`config.mk`:
```
export PLATFORM = sky130hd
export DESIGN_NAME = seeded_block_bit_decoder
export DESIGN_NICKNAME = d
export VERILOG_FILES = /design/src/sbbd_pkg.sv /design/src/sbbd_front.sv /design/src/sbbd_queue.sv /design/src/sbbd_back.sv /design/src/seeded_block_bit_decoder.sv
export SDC_FILE = /design/constraint.sdc
export NUM_CORES = 1
export LEC_CHECK = 0
export ABC_AREA = 1
export BUFFER_PORTS_ARGS = -buffer_cell sky130_fd_sc_hd__buf_2
export CORE_MARGIN = 5
export CORE_UTILIZATION = 40
export CTS_BUF_LIST = sky130_fd_sc_hd__clkbuf_8
export DETAILED_ROUTE_END_ITERATION = 7
export GPL_TIMING_DRIVEN = 0
export PLACE_DENSITY_LB_ADDON = 0.12
export SLEW_MARGIN = 25
export SYNTH_ARGS = -nofsm -noshare
export SYNTH_HDL_FRONTEND = slang
export SYNTH_SLANG_ARGS = --single-unit
```
`constraint.sdc`:
```
create_clock -name clk -period 3.85 [get_ports clk]
set_input_delay 0.77 -clock clk [delete_from_list [all_inputs] [get_ports clk]]
set_output_delay 0.77 -clock clk [all_outputs]
set_load 0.02 [all_outputs]
```
`src/sbbd_pkg.sv`:
```
`default_nettype none

package sbbd_pkg;

  // Block geometry
  localparam int BLOCK_W = 12;
  localparam logic [BLOCK_W-1:0] MIN_BLOCK = 12'd3;

  // Result queue geometry
  localparam int QUEUE_DEPTH = 4;
  localparam int QPTR_W = $clog2(QUEUE_DEPTH);
  localparam int QCNT_W = $clog2(QUEUE_DEPTH + 1);

  // Configuration register indexes
  localparam logic CFG_MODE = 1'b0;
  localparam logic CFG_BLOCK_SIZE = 1'b1;

  // Per-block inversion rule
  typedef enum logic [1:0] {
    RULE_ALL = 2'd0,
    RULE_ODD = 2'd1,
    RULE_THIRD = 2'd2
  } rule_t;

  // Configuration registers
  typedef struct packed {
    logic mode;
    logic [BLOCK_W-1:0] block_size;
  } cfg_t;

  // One queued transaction: one result, or two when a rotated block closes
  typedef struct packed {
    logic two;
    logic first_bit;
    logic held;
    logic done;
  } entry_t;

  // Queue status seen by front and back
  typedef struct packed {
    logic empty;
    logic full;
  } qstat_t;

endpackage

`default_nettype wire

```
`src/sbbd_front.sv`:
```
`default_nettype none

module sbbd_front (
  input  wire logic clk,
  input  wire logic rst,
  input  wire sbbd_pkg::cfg_t cfg,
  input  wire logic accept,
  input  wire logic coded_bit,
  input  wire logic stream_end,
  output logic push,
  output sbbd_pkg::entry_t entry
);

  logic [sbbd_pkg::BLOCK_W-1:0] block_position;
  logic [1:0] third_phase;
  logic signed [12:0] balance_count;
  sbbd_pkg::rule_t current_rule;
  logic held_bit;

  logic [sbbd_pkg::BLOCK_W-1:0] size_eff;
  logic [sbbd_pkg::BLOCK_W:0] pos_inc;
  logic at_end;
  logic inv;
  logic plain;
  logic signed [12:0] balance_new;
  logic has_result;

  // Clamp the block size and detect the block end
  always_comb begin
    size_eff = (cfg.block_size < sbbd_pkg::MIN_BLOCK) ? sbbd_pkg::MIN_BLOCK : cfg.block_size;
    pos_inc = {1'b0, block_position} + {{sbbd_pkg::BLOCK_W{1'b0}}, 1'b1};
    at_end = stream_end || (pos_inc >= {1'b0, size_eff});
  end

  // Pick the inversion for this position
  always_comb begin
    unique case (current_rule)
      sbbd_pkg::RULE_ODD:   inv = block_position[0];
      sbbd_pkg::RULE_THIRD: inv = (third_phase == 2'd2);
      default:              inv = 1'b1;
    endcase
    plain = coded_bit ^ inv;
    balance_new = plain ? balance_count - 13'sd1 : balance_count + 13'sd1;
  end

  // Classify the transaction into a queue entry
  always_comb begin
    entry = '0;
    has_result = 1'b1;
    if (!cfg.mode) begin
      entry.first_bit = plain;
      entry.done = stream_end;
    end else if (block_position == '0) begin
      entry.first_bit = coded_bit;
      entry.done = stream_end;
      has_result = at_end;
    end else if (at_end) begin
      entry.two = 1'b1;
      entry.first_bit = coded_bit;
      entry.held = held_bit;
      entry.done = stream_end;
    end else begin
      entry.first_bit = coded_bit;
    end
    push = accept && has_result;
  end

  // Advance block state on each accepted bit
  always_ff @(posedge clk) begin
    if (rst) begin
      block_position <= '0;
      third_phase <= '0;
      balance_count <= '0;
      current_rule <= sbbd_pkg::RULE_ALL;
      held_bit <= 1'b0;
    end else if (accept) begin
      if (cfg.mode && block_position == '0 && !at_end) begin
        held_bit <= coded_bit;
      end
      if (at_end) begin
        block_position <= '0;
        third_phase <= '0;
        balance_count <= '0;
        if (stream_end) begin
          current_rule <= sbbd_pkg::RULE_ALL;
          held_bit <= 1'b0;
        end else if (!cfg.mode) begin
          if (balance_new == 13'sd0) begin
            current_rule <= sbbd_pkg::RULE_ALL;
          end else if (balance_new > 13'sd0) begin
            current_rule <= sbbd_pkg::RULE_ODD;
          end else begin
            current_rule <= sbbd_pkg::RULE_THIRD;
          end
        end
      end else begin
        block_position <= pos_inc[sbbd_pkg::BLOCK_W-1:0];
        third_phase <= (third_phase >= 2'd2) ? 2'd0 : third_phase + 2'd1;
        if (!cfg.mode) begin
          balance_count <= balance_new;
        end
      end
    end
  end

endmodule

`default_nettype wire

```
`src/sbbd_queue.sv`:
```
`default_nettype none

module sbbd_queue (
  input  wire logic clk,
  input  wire logic rst,
  input  wire logic push,
  input  wire sbbd_pkg::entry_t push_entry,
  input  wire logic pop,
  output sbbd_pkg::entry_t head,
  output sbbd_pkg::qstat_t stat
);

  sbbd_pkg::entry_t slots [sbbd_pkg::QUEUE_DEPTH];
  logic [sbbd_pkg::QPTR_W-1:0] wr_ptr;
  logic [sbbd_pkg::QPTR_W-1:0] rd_ptr;
  logic [sbbd_pkg::QCNT_W-1:0] count;

  // Report fill state and present the oldest entry
  always_comb begin
    stat.empty = (count == '0);
    stat.full = (count == sbbd_pkg::QCNT_W'(sbbd_pkg::QUEUE_DEPTH));
    head = slots[rd_ptr];
  end

  // Store entries
  always_ff @(posedge clk) begin
    if (push) begin
      slots[wr_ptr] <= push_entry;
    end
  end

  // Advance pointers and fill count
  always_ff @(posedge clk) begin
    if (rst) begin
      wr_ptr <= '0;
      rd_ptr <= '0;
      count <= '0;
    end else begin
      if (push) begin
        wr_ptr <= wr_ptr + sbbd_pkg::QPTR_W'(1);
      end
      if (pop) begin
        rd_ptr <= rd_ptr + sbbd_pkg::QPTR_W'(1);
      end
      if (push && !pop) begin
        count <= count + sbbd_pkg::QCNT_W'(1);
      end else if (pop && !push) begin
        count <= count - sbbd_pkg::QCNT_W'(1);
      end
    end
  end

endmodule

`default_nettype wire

```
`src/sbbd_back.sv`:
```
`default_nettype none

module sbbd_back (
  input  wire logic clk,
  input  wire logic rst,
  input  wire sbbd_pkg::entry_t head,
  input  wire sbbd_pkg::qstat_t stat,
  output logic pop,
  output logic out_valid,
  input  wire logic out_ready,
  output logic plain_bit,
  output logic run_last,
  output logic stream_done
);

  logic second;
  logic fire;

  // Drive the current result of the head entry
  always_comb begin
    out_valid = !stat.empty;
    fire = out_valid && out_ready;
    if (head.two && !second) begin
      plain_bit = head.first_bit;
      run_last = 1'b0;
      stream_done = 1'b0;
    end else begin
      plain_bit = head.two ? head.held : head.first_bit;
      run_last = 1'b1;
      stream_done = head.done;
    end
    pop = fire && (!head.two || second);
  end

  // Step through the results of a two-result entry
  always_ff @(posedge clk) begin
    if (rst) begin
      second <= 1'b0;
    end else if (fire) begin
      second <= head.two && !second;
    end
  end

endmodule

`default_nettype wire

```
`src/seeded_block_bit_decoder.sv`:
```
`default_nettype none

// Seeded block bit decoder.
// Input channel (in_valid/in_ready) takes one coded bit per transaction with
// stream_end marking the final bit of a stream. Output channel
// (out_valid/out_ready) returns decoded bits with run_last and stream_done.
// Configuration channel (cfg_valid/cfg_ready, always ready) writes mode
// (index 0) and block_size (index 1); write only while the block is idle.
// A result is registered in the result queue before it reaches the output.
// Throughput: one input bit per cycle while the queue is not full; a rotated
// block end yields two results, sent in turn, absorbed by a four-entry result
// queue between the classifying front end and the output sequencer.
// In mode 1 a block's first bit yields no result unless it ends the stream.
// Reset: configuration returns to mode 0, block size 4; block state, rule
// and queue clear. When the receiver stalls, results hold in the queue and
// in_ready drops once the queue fills; no result is lost.
module seeded_block_bit_decoder (
  input  wire logic clk,
  input  wire logic rst,
  input  wire logic cfg_valid,
  output logic cfg_ready,
  input  wire logic cfg_index,
  input  wire logic [11:0] cfg_data,
  input  wire logic in_valid,
  output logic in_ready,
  input  wire logic coded_bit,
  input  wire logic stream_end,
  output logic out_valid,
  input  wire logic out_ready,
  output logic plain_bit,
  output logic run_last,
  output logic stream_done
);

  sbbd_pkg::cfg_t cfg;
  sbbd_pkg::entry_t push_entry;
  sbbd_pkg::entry_t head;
  sbbd_pkg::qstat_t stat;
  logic push;
  logic pop;
  logic accept;

  assign cfg_ready = 1'b1;
  assign in_ready = !stat.full;
  assign accept = in_valid && in_ready;

  // Hold configuration registers
  always_ff @(posedge clk) begin
    if (rst) begin
      cfg.mode <= 1'b0;
      cfg.block_size <= 12'd4;
    end else if (cfg_valid && cfg_ready) begin
      unique case (cfg_index)
        sbbd_pkg::CFG_MODE:       cfg.mode <= cfg_data[0];
        sbbd_pkg::CFG_BLOCK_SIZE: cfg.block_size <= cfg_data;
      endcase
    end
  end

  sbbd_front u_front (
    .clk(clk),
    .rst(rst),
    .cfg(cfg),
    .accept(accept),
    .coded_bit(coded_bit),
    .stream_end(stream_end),
    .push(push),
    .entry(push_entry)
  );

  sbbd_queue u_queue (
    .clk(clk),
    .rst(rst),
    .push(push),
    .push_entry(push_entry),
    .pop(pop),
    .head(head),
    .stat(stat)
  );

  sbbd_back u_back (
    .clk(clk),
    .rst(rst),
    .head(head),
    .stat(stat),
    .pop(pop),
    .out_valid(out_valid),
    .out_ready(out_ready),
    .plain_bit(plain_bit),
    .run_last(run_last),
    .stream_done(stream_done)
  );

endmodule

`default_nettype wire
```
* After elaboration in Yosys (flattened, before gate mapping)
Memory sizes are Yosys's and may differ from the RTL's. A register that Yosys moved wholly into a read port is not among the register bits.
Index checks and enable logic that the tools add are counted.
** Word-level totals
- Register bits after elaboration :: 51
- Bits in writable memories :: 16
- Input port bits :: 20
- Output and inout bits :: 6
- Logic and storage cells :: 94
- Memories :: 1
** Cells by class
- Add/subtract/negate cells :: 8
- $lt $le $gt $ge :: 4
- Equality and inequality tests :: 6
- Muxes and demuxes :: 36
- Bitwise operators :: 2
- Reduce and logical (&&, ||, !) cells :: 26
** Memories
- u_queue.slots :: words 4, bits a word 4, rd ports 1, clocked after Yosys merged registers in 1, write ports 1, line sbbd_queue.sv:13 : sbbd_pkg::entry_t slots [sbbd_pkg::QUEUE_DEPTH];
** Operators by type and width (count)
- 2-to-1 mux 13 bit :: 3
- 2-to-1 mux 12 bit :: 2
- 2-to-1 mux 1 bit :: 19
- 2-to-1 mux 2 bit :: 9
- adder 12 x 1 -> 13 bit (second input constant) :: 1
- adder 13 x 2 -> 13 bit (second input constant) :: 1
- greater-or-equal comparator 13 x 12 -> 1 bit :: 1
- greater-than comparator 13 x 1 -> 1 bit (second input constant) :: 1
- zero test 13 bit :: 1
- subtractor 13 x 2 -> 13 bit (second input constant) :: 1
- zero test 12 bit :: 1
- less-than comparator 12 x 2 -> 1 bit (second input constant) :: 1
- logical AND 1 bit :: 9
- zero test 1 bit :: 7
- adder 2 x 1 -> 2 bit (second input constant) :: 3
- 2-to-1 mux 3 bit :: 2
- AND reduction 2 bit :: 3
- == test 2 bit (second input constant) :: 2
- adder 3 x 1 -> 3 bit (second input constant) :: 1
- == test 3 bit (second input constant) :: 1
- zero test 3 bit :: 1
- AND reduction 3 bit :: 1
- subtractor 3 x 1 -> 3 bit (second input constant) :: 1
- == test 2 x 1 -> 1 bit (second input constant) :: 1
- 8 further kinds :: 9

* Longest topological paths before layout
Gate-level depths: netlist of the first run.
- Depth in word-level cells :: 11
- Depth in mapped cells :: 25
- Mapped depth without buffers :: 25

* Cells and area by module
From an unflattened synthesis of the first run, not the netlist that was laid out.
** Unflattened totals
- Cell total of the unflattened synthesis :: 629
- Area total of the unflattened synthesis :: 4409.2 µm²
** Modules (own cells, without submodules)
- sbbd_front :: times used 1, cells an instance 446, area each 2736.4 µm², seq. area each 600.6 µm²
- sbbd_queue :: times used 1, cells an instance 97, area each 1059.8 µm², seq. area each 660.6 µm²
- seeded_block_bit_decoder :: times used 1, cells an instance 66, area each 499.2 µm², seq. area each 260.2 µm²
- sbbd_back :: times used 1, cells an instance 20, area each 113.9 µm², seq. area each 20.0 µm²

* Worst setup path before layout of the first run
No wires, ideal clock.
- Kind :: reg2reg
- Start :: register u_front.block_position[0] (netlist name)
- End :: register u_queue.count[1] (netlist name)
- Library setup time :: 0.120 ns
- Arrival :: 3.248 ns
- Required time :: 3.730 ns
- Setup slack :: 0.481 ns
- Stages on the path, launching flop included :: 20
- Buffers on the path :: 0
- Period minus slack after synthesis :: 3.369 ns
- Cell sequence :: dfxtp_1 > ha_1 > nand2_2 > nor2_4 > nand3_1 > nor4_2 > nand2_1 > xnor2_2 > ha_1 > a21oi_1 > o211ai_1 > inv_1 > nand4_1 > nand2_1 > inv_1 > ha_1 > inv_1 > fa_1 > o21ai_0 > a21oi_1
** Between the ends
- Word-level cells in the longest chain between the ends :: 9
- Elaborated cells on any way between the ends :: 12
- Classes of those cells :: add/sub (1); order compare (1); mux (3); reduce/logical (7)
** RTL lines
- start: declaration :: line sbbd_front.sv:14 : logic [sbbd_pkg::BLOCK_W-1:0] block_position;
- start signal: assignment :: line sbbd_front.sv:97 : block_position <= pos_inc[sbbd_pkg::BLOCK_W-1:0];
- adder 12 x 1 -> 13 bit :: line sbbd_front.sv:31 : pos_inc = {1'b0, block_position} + {{sbbd_pkg::BLOCK_W{1'b0}}, 1'b1};
- greater-or-equal comparator 13 x 12 -> 1 bit :: line sbbd_front.sv:32 : at_end = stream_end || (pos_inc >= {1'b0, size_eff});
- logical OR 1 bit :: line sbbd_front.sv:32
- 2-to-1 mux 1 bit * :: line sbbd_front.sv:53 : end else if (block_position == '0) begin
- 2-to-1 mux 1 bit * :: line sbbd_front.sv:50 : if (!cfg.mode) begin
- logical AND 1 bit * :: line sbbd_front.sv:65 : push = accept && has_result;
- via push :: line seeded_block_bit_decoder.sv:39 : logic push;
- zero test 1 bit :: line sbbd_queue.sv:47 : end else if (pop && !push) begin
- logical AND 1 bit :: line sbbd_queue.sv:47
- nonzero test 2 bit (no source line)
- end signal: assignment :: line sbbd_queue.sv:46 : count <= count + sbbd_pkg::QCNT_W'(1);
- end signal: assignment :: line sbbd_queue.sv:48 : count <= count - sbbd_pkg::QCNT_W'(1);
- end: declaration :: line sbbd_queue.sv:16 : logic [sbbd_pkg::QCNT_W-1:0] count;
Mark *: on every way through the listed nets, which the timed path passes. The rest lies on a longest branch.
A chain may end at the register's enable or synchronous reset.

* Final worst setup path of the first run
Ends and elaborated chain as after synthesis.

==> results of run 1 <==
[kinds of logic (layout without fill, tap and decap cells)]
group / after synthesis / after routing / share of synthesized area, %
AOI/OAI and AO/OA: 94 / 94 / 12.6
xor gates and xnor gates: 12 / 12 / 2.78
adders and majority gates: 35 / 35 / 10.5
buffers and inverters: 103 / 151 / 9.57
DFF: 69 / 69 / 35.6
muxes: 1 / 1 / 0.260
other: 1 / 1 / 0.0867
and+or+nand+nor: 274 / 274 / 28.7
[cell type report]
type / count / share of cell area, %
plain buffers: 14 / 1.63
clock buffers: 9 / 2.52
clock inverters: 7 / 1.53
inverters: 89 / 6.79
multi-input cells: 417 / 48.8
flip-flops and latches: 69 / 31.5
well taps: 140 / 3.56
repair buffers: 32 / 3.71
[flip-flops by register name, summed over array words and instances (netlist names), named ones only]
signal and flops:
u_queue.slots 16, cfg 13, u_front.balance_count 13, u_front.block_position 12, u_queue.count 3, u_front.current_rule 2, u_front.third_phase 2, u_queue.rd_ptr 2
u_queue.wr_ptr 2, u_back.second 1, u_front.held_bit 1
[layout by cell type (no fill, tap or decap), types with 7 or more instances in the layout]
| cell type | Yosys | final |
|---|---|---|
| sky130_fd_sc_hd__nand2_1 | 146 | 145 |
| sky130_fd_sc_hd__inv_1 | 88 | 86 |
| sky130_fd_sc_hd__dfxtp_1 | 53 | 51 |
| sky130_fd_sc_hd__a21oi_1 | 47 | 47 |
| sky130_fd_sc_hd__nor2_1 | 46 | 45 |
| sky130_fd_sc_hd__nand3_1 | 37 | 36 |
| sky130_fd_sc_hd__ha_1 | 33 | 32 |
| sky130_fd_sc_hd__o21ai_0 | 28 | 28 |
| sky130_fd_sc_hd__buf_2 | 1 | 24 |
| sky130_fd_sc_hd__edfxtp_1 | 16 | 16 |
| sky130_fd_sc_hd__nand2_2 | 11 | 12 |
| sky130_fd_sc_hd__a21oi_2 | 10 | 10 |
| sky130_fd_sc_hd__buf_4 | 1 | 10 |
| sky130_fd_sc_hd__clkbuf_1 | 9 | 9 |
| sky130_fd_sc_hd__clkbuf_8 | 0 | 9 |
| sky130_fd_sc_hd__xor2_1 | 8 | 8 |
| sky130_fd_sc_hd__nand4_1 | 7 | 7 |
[synth_stat cells, drive strengths merged (2+ instances only)]
library cell  number  area, sq um
inv               89          334
edfxtp            16          480
nand3             42          235
o21bai             2         15.0
o211ai             2         15.0
nand4              7         43.8
fa                 2         40.0
dfxtp             53         1060
o32ai              3         26.3
nor4               6         43.8
nand2            159          639
xor2               8         70.1
nand3b             4         30.0
nor2              50          208
xnor2              4         50.1
clkbuf             9         33.8
a21oi             57          323
buf                5         46.3
ha                33          413
nor3               3         20.0
o21ai             29          156
[timing repair]
item | 4_1_cts | 5_1_grt
resized for setup | 1 | 11
pin swaps | 0 | 7
endpoints found under the setup margin | 1 | 2
buffers inserted | 0 | 9
[layer usage]
| layer | wire length [microns] | up-vias | share of wire (%) |
|---|---|---|---|
| li1 | - | 1985 | - |
| met1 | 4780 | 1744 | 48 |
| met2 | 4580 | 56 | 46 |
| met3 | 399 | 12 | 4.0 |
| met4 | 127 | 0 | 1.3 |
| met5 | 0 | - | 0 |
[through the flow]
stage                     TNS [ns]  utilization (%)  setup slack [ns]  std cells  hold WS [ns]
after floorplan                  0                -             0.481        589         0.436
after global placement           0             43.2            0.0471        752         0.456
after detailed placement         0             43.2           0.00787        752         0.461
after CTS                        0             45.0            0.0492        768         0.477
after global routing       -0.0338             46.0           -0.0338        777         0.490
final                            0             46.0             0.322        777         0.475
[power by group]
| part | internal, uW | switching, uW | total (uW) |
|---|---|---|---|
| sequential | 823 | 54.1 | 877 |
| clock | 301 | 295 | 597 |
| combinational | 270 | 480 | 749 |
[worst register-to-register path, cell delays in order (launching register included)]
cell and delay [ns]:
sky130_fd_sc_hd__dfxtp_4 0.38, sky130_fd_sc_hd__ha_2 0.20, sky130_fd_sc_hd__nand2_2 0.07, sky130_fd_sc_hd__nor2_4 0.17, sky130_fd_sc_hd__nand3_4 0.10, sky130_fd_sc_hd__nor4_4 0.24
sky130_fd_sc_hd__nor2_1 0.11, sky130_fd_sc_hd__ha_1 0.32, sky130_fd_sc_hd__a21oi_1 0.18, sky130_fd_sc_hd__nand2_1 0.10, sky130_fd_sc_hd__nor2_1 0.10, sky130_fd_sc_hd__nand2_1 0.09
sky130_fd_sc_hd__nand2_4 0.10, sky130_fd_sc_hd__nand4_1 0.14, sky130_fd_sc_hd__nand2_2 0.14, sky130_fd_sc_hd__inv_2 0.06, sky130_fd_sc_hd__ha_1 0.19, sky130_fd_sc_hd__inv_1 0.10
sky130_fd_sc_hd__fa_1 0.42, sky130_fd_sc_hd__o21ai_0 0.16, sky130_fd_sc_hd__a21oi_1 0.06
[worst min-delay path by stage]
stage	slack, ns	endpoint
floorplan	0.44	flip-flop
global placement	0.46	u_queue.rd_ptr[1]$_SDFFE_PP0P_
detailed placement	0.46	u_queue.rd_ptr[0]$_SDFFE_PP0P_
CTS	0.48	u_front.balance_count[5]$_SDFFE_PP0P_
global route	0.49	u_front.balance_count[5]$_SDFFE_PP0P_
finish	0.47	u_front.balance_count[4]$_SDFFE_PP0P_
==> implementation parameters, run 1 <==
Parameter                              Value

Outcome
  Status ... completed

Critical path
  Instance count on the critical path ... 20
  Launch point of the critical path ... u_front.block_position[0]$_SDFFE_PP0P_
  Worst Reg2Reg Path Length in Cells ... 20
  Required time at the endpoint of the critical path ... 4.09 ns
  Crit Reg-Reg Endpoint ... u_queue.count[1]$_SDFFE_PP0P_
  Worst path arrival time ... 3.77 ns
  Reg2Reg Setup Slack ... 0.32 ns
  Endpoint of the worst setup timing path ... u_queue.count[1]$_SDFFE_PP0P_
  Cell class contributing the biggest share of worst-path delay ... simple AND/OR/NAND/NOR gates
  Cells along the critical path ... ha_2 > nand2_2 > nor2_4 > nand3_4 > nor4_4 > nor2_1 > ha_1 > a21oi_1 > nand2_1 > nor2_1 > nand2_1 > nand2_4 > nand4_1 > nand2_2 > inv_2 > ha_1 > inv_1 > fa_1 > o21ai_0 > a21oi_1
  Setup Crit Path Kind ... reg2reg
  Worst Setup End Kind ... flip-flop
  Highest cell delay on the worst timing path ... 0.42 ns
  Startpoint of the worst-slack reg-to-reg timing path ... u_front.block_position[0]$_SDFFE_PP0P_
  Slowest stage cell on the critical path ... sky130_fd_sc_hd__fa_1
  Maximum net fanout on the critical path ... 5
  Kind of start point of the critical path ... flip-flop
  Combined buffer and inverter count along the critical path ... 2

Clocking
  Number of buffers inserted by hold repair at cts ... 0
  Depth of the CTS H-tree ... 3
  Root buffer selected by CTS ... sky130_fd_sc_hd__clkbuf_8
  Buffers from clock root to sink, at most ... 2
  Number of buffers created by CTS ... 9
  CTS clock-pin slew for the worst setup and hold paths ... 0.09 ns
  TritonCTS clock tree ... yes
  Clock tree sinks ... 69
  Worst-skew pair later-pin latency ... 0.35 ns

Global route
  Global-route total usage across every layer ... 15.6%
  Global Route met2 Usage ... 25.5%
  Routing usage on met3 ... 2.97%
  Wire length of the first global-routing pass ... 16.4 mm
  GRT Residual Overflow ... 0
  Largest net degree at the start of global routing ... 14
  Initial antenna violation count ... 0
  Via count of the first global-routing pass ... 3,573
  Top Usage Layer GRT ... met2
  GRT met1 Usage ... 21.1%

Detailed routing
  Routed Antenna Nets ... 0
  Mean routed wirelength per cell ... 12.7 microns
  Initial DRC count ... 166
  Drt first pass iters ... 4
  Vias post-DR ... 3,797
  Via density per instance ... 4.89
  Total Wirelength ... 9.89 mm
  Residual DRC ... 0

STA
  Portion of the clock cycle consumed by the worst path in the final layout ... 91.6%
  Clock period minus final worst setup slack ... 3.53 ns
  Clk_skew ... 0.0110 ns
  Max_slew headroom ... 51.9%
  Worst Max-Slew Pin Slew ... 0.721 ns
  Top achievable clock speed ... 283 MHz
  Final number of max-transition violations ... 0
  Count of endpoints failing setup in the final report ... 0
  Fin. Hold Viols ... 0

Final layout
  Register cell area after layout ... 0.00155 sq mm
  Ant. Diodes ... 0
  Growth of design area from synthesis to finish ... 13.7%
  FILL cells ... 1,076
  Fraction of layout cells with a size suffix above 1 ... 15.7%
  Post-layout net count ... 687
  Area used by multi-input combinational logic ... 0.00240 sq mm
  Fin area ... 0.00492 sq mm

Yosys
  Synthesized Nets ... 644
  Cell count after synthesis ... 589
  Post-synthesis area per instance ... 7.35 sq um
  Yosys warning count ... 0
  Sequential cell area fraction in the yosys report ... 35.6%
  Count of cell types in the netlist ... 40
  Post-synthesis instance area ... 0.00433 sq mm
  Number of synthesized flops with an enable pin ... 16
  Asr flop ratio synth ... 0%
  Post-synthesis sequential element count ... 69
  Most instantiated flip-flop cell in the synthesis netlist ... sky130_fd_sc_hd__dfxtp_1

Job
  Max-cap violations ... 0

Power
  Worst voltage drop across the vdd grid ... 0.000190 V
  Power density over the cells ... 452 mW/mm^2
  Leakage Power ... 0.00220 uW
  Power Total ... 2220 uW

Place
  Placer congestion estimate ... 0.831
  Count of input and output buffers ... 23
  Placed standard-cell area ... 0.00462 sq mm
  HPWL reported at the end of detailed placement ... 7.66 mm

Floorplan
  Horiz. Die Dim ... 114 microns
  Die Y-Extent ... 114 microns
  Floorplan Core Area ... 0.0107 sq mm
  Number of placement rows ... 38
  Boundary pin count ... 26
  Die area ... 0.0130 sq mm
  Initial cell density of the core ... 40.4%

Worst hold path
  WHS Path Cells ... 2
  Hold crit path type ... reg2reg
  Critical hold path startpoint ... u_front.balance_count[4]$_SDFFE_PP0P_
No activity file was read; power rests on OpenSTA's default activity.
==> run 2, diff against run 1 <==
- ABC_AREA: 1 -> unset
- ABC_CLOCK_PERIOD_IN_PS: unset -> 3850
- CTS_CLUSTER_SIZE: unset -> 10
==> run 2 against run 1 <==
  * Die area down 8.9%
  * Cell area down 3.8%
  * Non-clock buffer count up 13
  * Utilization up 3.1 points
  * Power down 2.9%
  * Synthesized cell count down 26%
  * Critical endpoint is now u_front.current_rule[0]$_SDFFE_PP0P_
==> implementation parameters, run 2 <==
Parameter                              Value

Final layout
  Commonest non-fill, non-tap cell in the layout ... sky130_fd_sc_hd__nand2_1 (unchanged)
  Register with the most flip-flops ... u_queue.slots (unchanged)
  Flip-flop count of the largest register after layout ... 16 (unchanged)
  Commonest cells after routing, fill and taps aside ... sky130_fd_sc_hd__nand2_1 (51), sky130_fd_sc_hd__dfxtp_1 (49), sky130_fd_sc_hd__nor2_1 (44) (was sky130_fd_sc_hd__nand2_1 (145), sky130_fd_sc_hd__inv_1 (86), sky130_fd_sc_hd__dfxtp_1 (51))
  Ant. Diodes ... 0 (unchanged)
  Post-layout net count ... 541 (was 687)
  Registers with the highest flip-flop counts ... u_queue.slots x16, cfg x13, u_front.balance_count x13 (unchanged)
  Growth of design area from synthesis to finish ... 21.3% (was 13.7%)
  Fraction of layout cells with a size suffix above 1 ... 22.2% (was 15.7%)
  Non-filler instance count after layout ... 624 (was 777)

Yosys
  Post-synthesis sequential element count ... 69 (unchanged)
  Asr flop ratio synth ... 0% (unchanged)
  Top cells by area in the synthesized netlist ... sky130_fd_sc_hd__dfxtp_1 (27%), sky130_fd_sc_hd__edfxtp_1 (12%), sky130_fd_sc_hd__ha_1 (11%) (was sky130_fd_sc_hd__dfxtp_1 (25%), sky130_fd_sc_hd__nand2_1 (13%), sky130_fd_sc_hd__edfxtp_1 (11%))
  Most numerous cell types in the synthesized netlist ... sky130_fd_sc_hd__dfxtp_1 (53), sky130_fd_sc_hd__nand2_1 (53), sky130_fd_sc_hd__nor2_1 (44) (was sky130_fd_sc_hd__nand2_1 (146), sky130_fd_sc_hd__inv_1 (88), sky130_fd_sc_hd__dfxtp_1 (53))
  Post-synthesis instance area ... 0.00390 sq mm (was 0.00433 sq mm)
  Number of synthesized flops with an enable pin ... 16 (unchanged)
  Sequential cell area fraction in the yosys report ... 39.5% (was 35.6%)
  Count of cell types in the netlist ... 56 (was 40)
  Cell count after synthesis ... 433 (was 589)
  Post-synthesis area per instance ... 9.02 sq um (was 7.35 sq um)
  Area fraction of the dominant cell type after synthesis ... 27.2% (was 24.5%)
  Largest area contributor in the netlist ... sky130_fd_sc_hd__dfxtp_1 (unchanged)
  Most instantiated flip-flop cell in the synthesis netlist ... sky130_fd_sc_hd__dfxtp_1 (unchanged)
  Synthesized Nets ... 488 (was 644)
  Yosys warning count ... 0 (unchanged)

Clocking
  Buffers from clock root to sink, at most ... 2 (unchanged)
  Number of buffers inserted by hold repair at cts ... 0 (unchanged)
  Worst-skew pair later-pin latency ... 0.34 ns (was 0.35 ns)
  CTS clock-pin slew for the worst setup and hold paths ... 0.08 ns (was 0.09 ns)
  Depth of the CTS H-tree ... 3 (unchanged)
  TritonCTS clock tree ... yes (unchanged)
  Number of buffers created by CTS ... 9 (unchanged)
  Root buffer selected by CTS ... sky130_fd_sc_hd__clkbuf_8 (unchanged)
  Clock tree sinks ... 69 (unchanged)

Floorplan
  Boundary pin count ... 26 (unchanged)
  Die Y-Extent ... 109 microns (was 114 microns)
  Initial cell density of the core ... 40.5% (was 40.4%)
  Number of placement rows ... 36 (was 38)
  Floorplan Core Area ... 0.00964 sq mm (was 0.0107 sq mm)
  Horiz. Die Dim ... 109 microns (was 114 microns)
  Die area ... 0.0118 sq mm (was 0.0130 sq mm)

Job
  Max-cap violations ... 0 (unchanged)

Global route
  Global-route total usage across every layer ... 16.6% (was 15.6%)
  Largest net degree at the start of global routing ... 13 (was 14)
  GRT Residual Overflow ... 0 (unchanged)
  Via count of the first global-routing pass ... 3,131 (was 3,573)
  Wire length of the first global-routing pass ... 15.3 mm (was 16.4 mm)
  Initial antenna violation count ... 0 (unchanged)

Critical path
  Cells along the critical path ... inv_1 > ha_1 > a21oi_2 > nand2_2 > xor2_4 > buf_6 > buf_4 > ha_4 > o21a_1 > o31ai_4 > a21boi_2 > or4b_4 > or4_4 > a2111o_1 > o31a_1 (was ha_2 > nand2_2 > nor2_4 > nand3_4 > nor4_4 > nor2_1 > ha_1 > a21oi_1 > nand2_1 > nor2_1 > nand2_1 > nand2_4 > nand4_1 > nand2_2 > inv_2 > ha_1 > inv_1 > fa_1 > o21ai_0 > a21oi_1)
  Worst path arrival time ... 3.94 ns (was 3.77 ns)
  Slowest stage cell on the critical path ... sky130_fd_sc_hd__or4b_4 (was sky130_fd_sc_hd__fa_1)
  Cell class contributing the biggest share of worst-path delay ... simple AND/OR/NAND/NOR gates (unchanged)
  Combined buffer and inverter count along the critical path ... 3 (was 2)
  Setup Crit Path Kind ... reg2reg (unchanged)
  Highest cell delay on the worst timing path ... 0.52 ns (was 0.42 ns)
  Required time at the endpoint of the critical path ... 4.08 ns (was 4.09 ns)
  Kind of start point of the critical path ... flip-flop (unchanged)
  Worst Setup End Kind ... flip-flop (unchanged)
  Maximum net fanout on the critical path ... 4 (was 5)

Power
  Power Total ... 2160 uW (was 2220 uW)
  Power density over the cells ... 456 mW/mm^2 (was 452 mW/mm^2)
  Leakage Power ... 0.00189 uW (was 0.00220 uW)
  Worst voltage drop across the vdd grid ... 0.000203 V (was 0.000190 V)

Detailed routing
  Residual DRC ... 0 (unchanged)
  Mean routed wirelength per cell ... 14.7 microns (was 12.7 microns)
  Total Wirelength ... 9.14 mm (was 9.89 mm)
  Drt first pass iters ... 4 (unchanged)
  Routed Antenna Nets ... 0 (unchanged)
  Initial DRC count ... 164 (was 166)
  Vias post-DR ... 3,141 (was 3,797)
  Via density per instance ... 5.03 (was 4.89)

STA
  Count of endpoints failing setup in the final report ... 0 (unchanged)
  Final number of max-transition violations ... 0 (unchanged)
  Fin. Hold Viols ... 0 (unchanged)
  Worst Max-Slew Pin Slew ... 0.743 ns (was 0.721 ns)
  Portion of the clock cycle consumed by the worst path in the final layout ... 96.3% (was 91.6%)
  Top achievable clock speed ... 270 MHz (was 283 MHz)
  Clock period minus final worst setup slack ... 3.71 ns (was 3.53 ns)
  Clk_skew ... 0.0109 ns (was 0.0110 ns)
  Worst Slack Setup Final ... 0.141 ns (was 0.322 ns)
  Max_slew headroom ... 50.3% (was 51.9%)

Place
  Placer congestion estimate ... 0.815 (was 0.831)
  HPWL reported at the end of detailed placement ... 6.42 mm (was 7.66 mm)
  Count of input and output buffers ... 23 (unchanged)
  Placed insts ... 589 (was 752)
  Worst setup slack before clock tree synthesis ... -0.693 ns (was 0.00787 ns)

Worst hold path
  Hold crit path type ... reg2reg (unchanged)

Outcome
  Status ... completed (unchanged)
-- run 2: changes by cell type after synthesis, moves of 6 or more --
cell / change
sky130_fd_sc_hd__o21ai_0: -12
sky130_fd_sc_hd__nand3_1: -31
sky130_fd_sc_hd__nand2_2: -11
sky130_fd_sc_hd__a22oi_1: +13
sky130_fd_sc_hd__a21oi_1: -12
sky130_fd_sc_hd__xnor2_1: +11
sky130_fd_sc_hd__nand4_1: -7
sky130_fd_sc_hd__and3_1: +6
sky130_fd_sc_hd__xor2_1: +6
sky130_fd_sc_hd__and2_1: +6
sky130_fd_sc_hd__inv_1: -64
sky130_fd_sc_hd__nand2_1: -93
sky130_fd_sc_hd__a21oi_2: -9
-- run 2: what timing repair did --
item / 4_1_cts / 5_1_grt
endpoints found under the setup margin: 4 / 9
resized for setup: 35 / 11
pin swaps: 11 / 16
endpoints found under the hold margin: 0 / 0
buffers inserted: 11 / 9
gates cloned: 0 / 0
-- run 2: final timing paths --
| path | from | to | slack (ns) | cells past startpoint |
|---|---|---|---|---|
| hold / removal | cfg[1]$_SDFFE_PP0P_ | cfg[1]$_SDFFE_PP0P_ | 0.47 | 2 |
| setup / recovery | u_front.current_rule[0]$_SDFFE_PP0P_ | u_front.current_rule[0]$_SDFFE_PP0P_ | 0.14 | 15 |
| setup reg to reg | u_front.current_rule[0]$_SDFFE_PP0P_ | u_front.current_rule[0]$_SDFFE_PP0P_ | 0.14 | 15 |
| hold reg to reg | cfg[1]$_SDFFE_PP0P_ | cfg[1]$_SDFFE_PP0P_ | 0.47 | 2 |
-- run 2: cell families (layout without fill, tap and decap cells) --
kind of cell,count (synthesis),in the layout,share of synthesized area (%)
buf+inv,41,99,4.36
xor+xnor,27,27,6.06
other cells,1,1,0.0961
compound gates,95,95,15.6
fa+ha+maj,35,35,11.6
simple gates,157,157,19.5
flops,69,69,39.5
mux,8,8,3.37
-- run 2: power breakdown --
part | leakage, uW | switching (uW) | internal [uW]
Sequential | 0.000582 | 61.8 | 821
Clock | 0.0000930 | 277 | 245
Combinational | 0.00122 | 418 | 336
-- run 2: metal layers --
layer / up-vias / routed length (microns) / track usage (%)
met5: - / 0 / 0
met4: 0 / 63 / 5.68
met3: 4 / 227 / 2.72
met2: 36 / 4270 / 27.3
met1: 1471 / 4580 / 22.3
li1: 1630 / - / -
-- run 2: area by class of cell --
type | count | area, sq um
Sequential cell | 69 | 1550
Fill cell | 975 | 4910
Clock buffer | 10 | 138
Tap cell | 133 | 166
Timing Repair Buffer | 43 | 269
Buffer | 16 | 86.3
Clock inverter | 6 | 31.3
Inverter | 24 | 90.1
Multi-Input combinational cell | 323 | 2400
-- run 2: metrics by stage --
stage	hold slack, ns	setup TNS (ns)	area [sq um]	utilization, %
after floorplan	0.436	-0.0734	3930	-
after CTS	0.473	-0.00809	4610	47.9
after global routing	0.500	-0.0852	4730	49.1
after global placement	0.453	-1.88	4210	43.7
after detailed placement	0.463	-1.80	4210	43.7
final	0.472	0	4730	49.1
-- run 2: worst reg2reg max path, stage by stage (launching register included) --
cell                       delay [ns]
sky130_fd_sc_hd__dfxtp_2         0.35
sky130_fd_sc_hd__inv_1           0.04
sky130_fd_sc_hd__ha_1            0.29
sky130_fd_sc_hd__a21oi_2         0.11
sky130_fd_sc_hd__nand2_2         0.10
sky130_fd_sc_hd__xor2_4          0.18
sky130_fd_sc_hd__buf_6           0.14
sky130_fd_sc_hd__buf_4           0.14
sky130_fd_sc_hd__ha_4            0.27
sky130_fd_sc_hd__o21a_1          0.16
sky130_fd_sc_hd__o31ai_4         0.09
sky130_fd_sc_hd__a21boi_2        0.17
sky130_fd_sc_hd__or4b_4          0.52
sky130_fd_sc_hd__or4_4           0.50
sky130_fd_sc_hd__a2111o_1        0.30
sky130_fd_sc_hd__o31a_1          0.23
==> run 3, diff against run 2 <==
- CORE_UTILIZATION: 40 -> 60
- RECOVER_POWER: unset -> 25
==> run 3 against run 2 <==
  * Highest routed layer unchanged
  * Fmax shrank 0.33%
  * Sequential share of layout area hardly changed
  * Clock skew is 0.0013 ns lower
  * Sequential power is essentially flat
  * Critical endpoint unchanged
  * Worst hold slack worse by 0.012 ns
  * Routed wire length decreased by 3.8%
  * Power increased by 9.5%
  * Critical path depth decreased by 1
  * Worst setup slack lost 0.012 ns
  * Final cell count down 9.3%
  * Register-to-register slack hardly changed
  * Non-clock buffer count decreased by 2
  * Largest cell class unchanged
==> implementation parameters, run 3 (synthesis results as in run 2) <==
Parameter                              Value

Outcome
  Status ... completed (unchanged)

STA
  Portion of the clock cycle consumed by the worst path in the final layout ... 96.7% (was 96.3%)
  Smallest hold slack ... 0.460 ns (was 0.472 ns)
  Count of endpoints failing setup in the final report ... 0 (unchanged)
  Fin. Hold Viols ... 0 (unchanged)
  Worst Max-Slew Pin Slew ... 0.674 ns (was 0.743 ns)
  Clock period minus final worst setup slack ... 3.72 ns (was 3.71 ns)
  Worst Slack Setup Final ... 0.128 ns (was 0.141 ns)
  Clk_skew ... 0.00960 ns (was 0.0109 ns)
  Max_slew headroom ... 54.9% (was 50.3%)
  Top achievable clock speed ... 269 MHz (was 270 MHz)
  Final number of max-transition violations ... 0 (unchanged)

Floorplan
  Initial cell density of the core ... 61.5% (was 40.5%)
  Horiz. Die Dim ... 90.7 microns (was 109 microns)
  Die area ... 0.00822 sq mm (was 0.0118 sq mm)
  Number of placement rows ... 29 (was 36)
  Floorplan Core Area ... 0.00635 sq mm (was 0.00964 sq mm)
  Boundary pin count ... 26 (unchanged)
  Die Y-Extent ... 90.7 microns (was 109 microns)

Final layout
  Fraction of layout cells with a size suffix above 1 ... 21.7% (was 22.2%)
  Commonest non-fill, non-tap cell in the layout ... sky130_fd_sc_hd__nand2_1 (unchanged)
  Ant. Diodes ... 0 (unchanged)
  Register with the most flip-flops ... u_queue.slots (unchanged)
  Flip-flop count of the largest register after layout ... 16 (unchanged)
  Commonest cells after routing, fill and taps aside ... sky130_fd_sc_hd__nand2_1 (53), sky130_fd_sc_hd__dfxtp_1 (49), sky130_fd_sc_hd__nor2_1 (43) (was sky130_fd_sc_hd__nand2_1 (51), sky130_fd_sc_hd__dfxtp_1 (49), sky130_fd_sc_hd__nor2_1 (44))
  Post-layout net count ... 539 (was 541)
  Growth of design area from synthesis to finish ... 21.2% (was 21.3%)
  Registers with the highest flip-flop counts ... u_queue.slots x16, cfg x13, u_front.balance_count x13 (unchanged)

Detailed routing
  Via density per instance ... 5.70 (was 5.03)
  Total Wirelength ... 8.79 mm (was 9.14 mm)
  Vias post-DR ... 3,229 (was 3,141)
  Wire length on met1 ... 4.08 mm (was 4.58 mm)
  Initial DRC count ... 201 (was 164)
  Residual DRC ... 0 (unchanged)
  Highest routing layer actually used ... met4 (unchanged)
  Routed length on met2 ... 4.28 mm (was 4.27 mm)
  Routed Antenna Nets ... 0 (unchanged)
  Drt first pass iters ... 4 (unchanged)
  Mean routed wirelength per cell ... 15.5 microns (was 14.7 microns)
  Total met3 wirelength after detailed routing ... 267 microns (was 227 microns)

Global route
  Initial antenna violation count ... 0 (unchanged)
  Via count of the first global-routing pass ... 3,128 (was 3,131)
  Largest net degree at the start of global routing ... 14 (was 13)
  Wire length of the first global-routing pass ... 14.4 mm (was 15.3 mm)
  GRT Residual Overflow ... 0 (unchanged)
  Global-route total usage across every layer ... 21.5% (was 16.6%)

Critical path
  Highest cell delay on the worst timing path ... 0.53 ns (was 0.52 ns)
  Kind of start point of the critical path ... flip-flop (unchanged)
  Setup Crit Path Kind ... reg2reg (unchanged)
  Slowest stage cell on the critical path ... sky130_fd_sc_hd__or4_4 (was sky130_fd_sc_hd__or4b_4)
  Worst Setup End Kind ... flip-flop (unchanged)
  Combined buffer and inverter count along the critical path ... 2 (was 3)
  Cells along the critical path ... inv_1 > ha_1 > a21oi_2 > nand2_1 > xor2_4 > buf_4 > ha_4 > o21a_1 > o31ai_2 > a21boi_2 > or4b_1 > or4_4 > a2111o_1 > o31a_1 (was inv_1 > ha_1 > a21oi_2 > nand2_2 > xor2_4 > buf_6 > buf_4 > ha_4 > o21a_1 > o31ai_4 > a21boi_2 > or4b_4 > or4_4 > a2111o_1 > o31a_1)
  Maximum net fanout on the critical path ... 4 (unchanged)
  Worst path arrival time ... 3.96 ns (was 3.94 ns)
  Required time at the endpoint of the critical path ... 4.08 ns (about the same)
  Cell class contributing the biggest share of worst-path delay ... simple AND/OR/NAND/NOR gates (unchanged)

Clocking
  TritonCTS clock tree ... yes (unchanged)
  Clock tree sinks ... 69 (unchanged)
  CTS clock-pin slew for the worst setup and hold paths ... 0.08 ns (about the same)
  Buffers from clock root to sink, at most ... 2 (unchanged)
  Depth of the CTS H-tree ... 3 (unchanged)
  Worst-skew pair later-pin latency ... 0.34 ns (about the same)
  Root buffer selected by CTS ... sky130_fd_sc_hd__clkbuf_8 (unchanged)
  Number of buffers inserted by hold repair at cts ... 0 (unchanged)
  Number of buffers created by CTS ... 9 (unchanged)

Power
  Worst voltage drop across the vdd grid ... 0.000475 V (was 0.000203 V)
  Power density over the cells ... 500 mW/mm^2 (was 456 mW/mm^2)
  Leakage Power ... 0.00189 uW (about the same)
  Power Total ... 2370 uW (was 2160 uW)

Place
  Worst setup slack before clock tree synthesis ... -0.679 ns (was -0.693 ns)
  Placer congestion estimate ... 0.839 (was 0.815)
  Count of input and output buffers ... 23 (unchanged)
  HPWL reported at the end of detailed placement ... 6.05 mm (was 6.42 mm)

Worst hold path
  Hold crit path type ... reg2reg (unchanged)

Job
  Max-cap violations ... 0 (unchanged)
run 3: routing by layer:
layer	up-vias	track usage [%]
met1	1527	28.2
met4	0	9.55
met5	-	0
met2	59	34.7
met3	13	3.58
li1	1630	-
run 3: worst paths after layout:
kind	startpoint	cells after the start	slack, ns	to
max	u_front.current_rule[0]$_SDFFE_PP0P_	14	0.13	u_front.current_rule[0]$_SDFFE_PP0P_
min	cfg[1]$_SDFFE_PP0P_	2	0.46	cfg[1]$_SDFFE_PP0P_
max reg2reg	u_front.current_rule[0]$_SDFFE_PP0P_	14	0.13	u_front.current_rule[0]$_SDFFE_PP0P_
min reg2reg	cfg[1]$_SDFFE_PP0P_	2	0.46	cfg[1]$_SDFFE_PP0P_
run 3: timing repair:
action	in CTS	in global routing
setup buffers	8	10
pin swaps	5	15
setup endpoints to repair	4	4
resized for setup	24	24
run 3: cell type report:
cell class / instances / area (sq um)
multi-input combinational: 323 / 2420
fill: 480 / 1620
sequential: 69 / 1550
timing repair buffer: 41 / 248
clock buffer: 9 / 124
clock inverter: 7 / 124
tap: 77 / 96.3
inverter: 24 / 90.1
buffer: 16 / 77.6
run 3: through the flow:
stage	instance area, sq um	utilization, %	instances	TNS, ns
after floorplan	3930	-	433	-0.0734
after global placement	4140	65.3	533	-1.65
after detailed placement	4140	65.3	533	-1.86
after CTS	4570	72.0	556	-0.0105
after global routing	4730	74.5	566	-0.0254
final	4730	74.5	566	0
run 3: worst register-to-register path: stages (launching register included):
cell	delay (ns)
sky130_fd_sc_hd__dfxtp_2	0.35
sky130_fd_sc_hd__inv_1	0.04
sky130_fd_sc_hd__ha_1	0.30
sky130_fd_sc_hd__a21oi_2	0.10
sky130_fd_sc_hd__nand2_1	0.14
sky130_fd_sc_hd__xor2_4	0.20
sky130_fd_sc_hd__buf_4	0.18
sky130_fd_sc_hd__ha_4	0.29
sky130_fd_sc_hd__o21a_1	0.15
sky130_fd_sc_hd__o31ai_2	0.10
sky130_fd_sc_hd__a21boi_2	0.18
sky130_fd_sc_hd__or4b_1	0.52
sky130_fd_sc_hd__or4_4	0.53
sky130_fd_sc_hd__a2111o_1	0.30
sky130_fd_sc_hd__o31a_1	0.24
run 3: report_power, final:
group / internal, uW / switching [uW]
registers: 821 / 64.3
logic: 342 / 412
clock network: 433 / 293
total: 1600 / 769
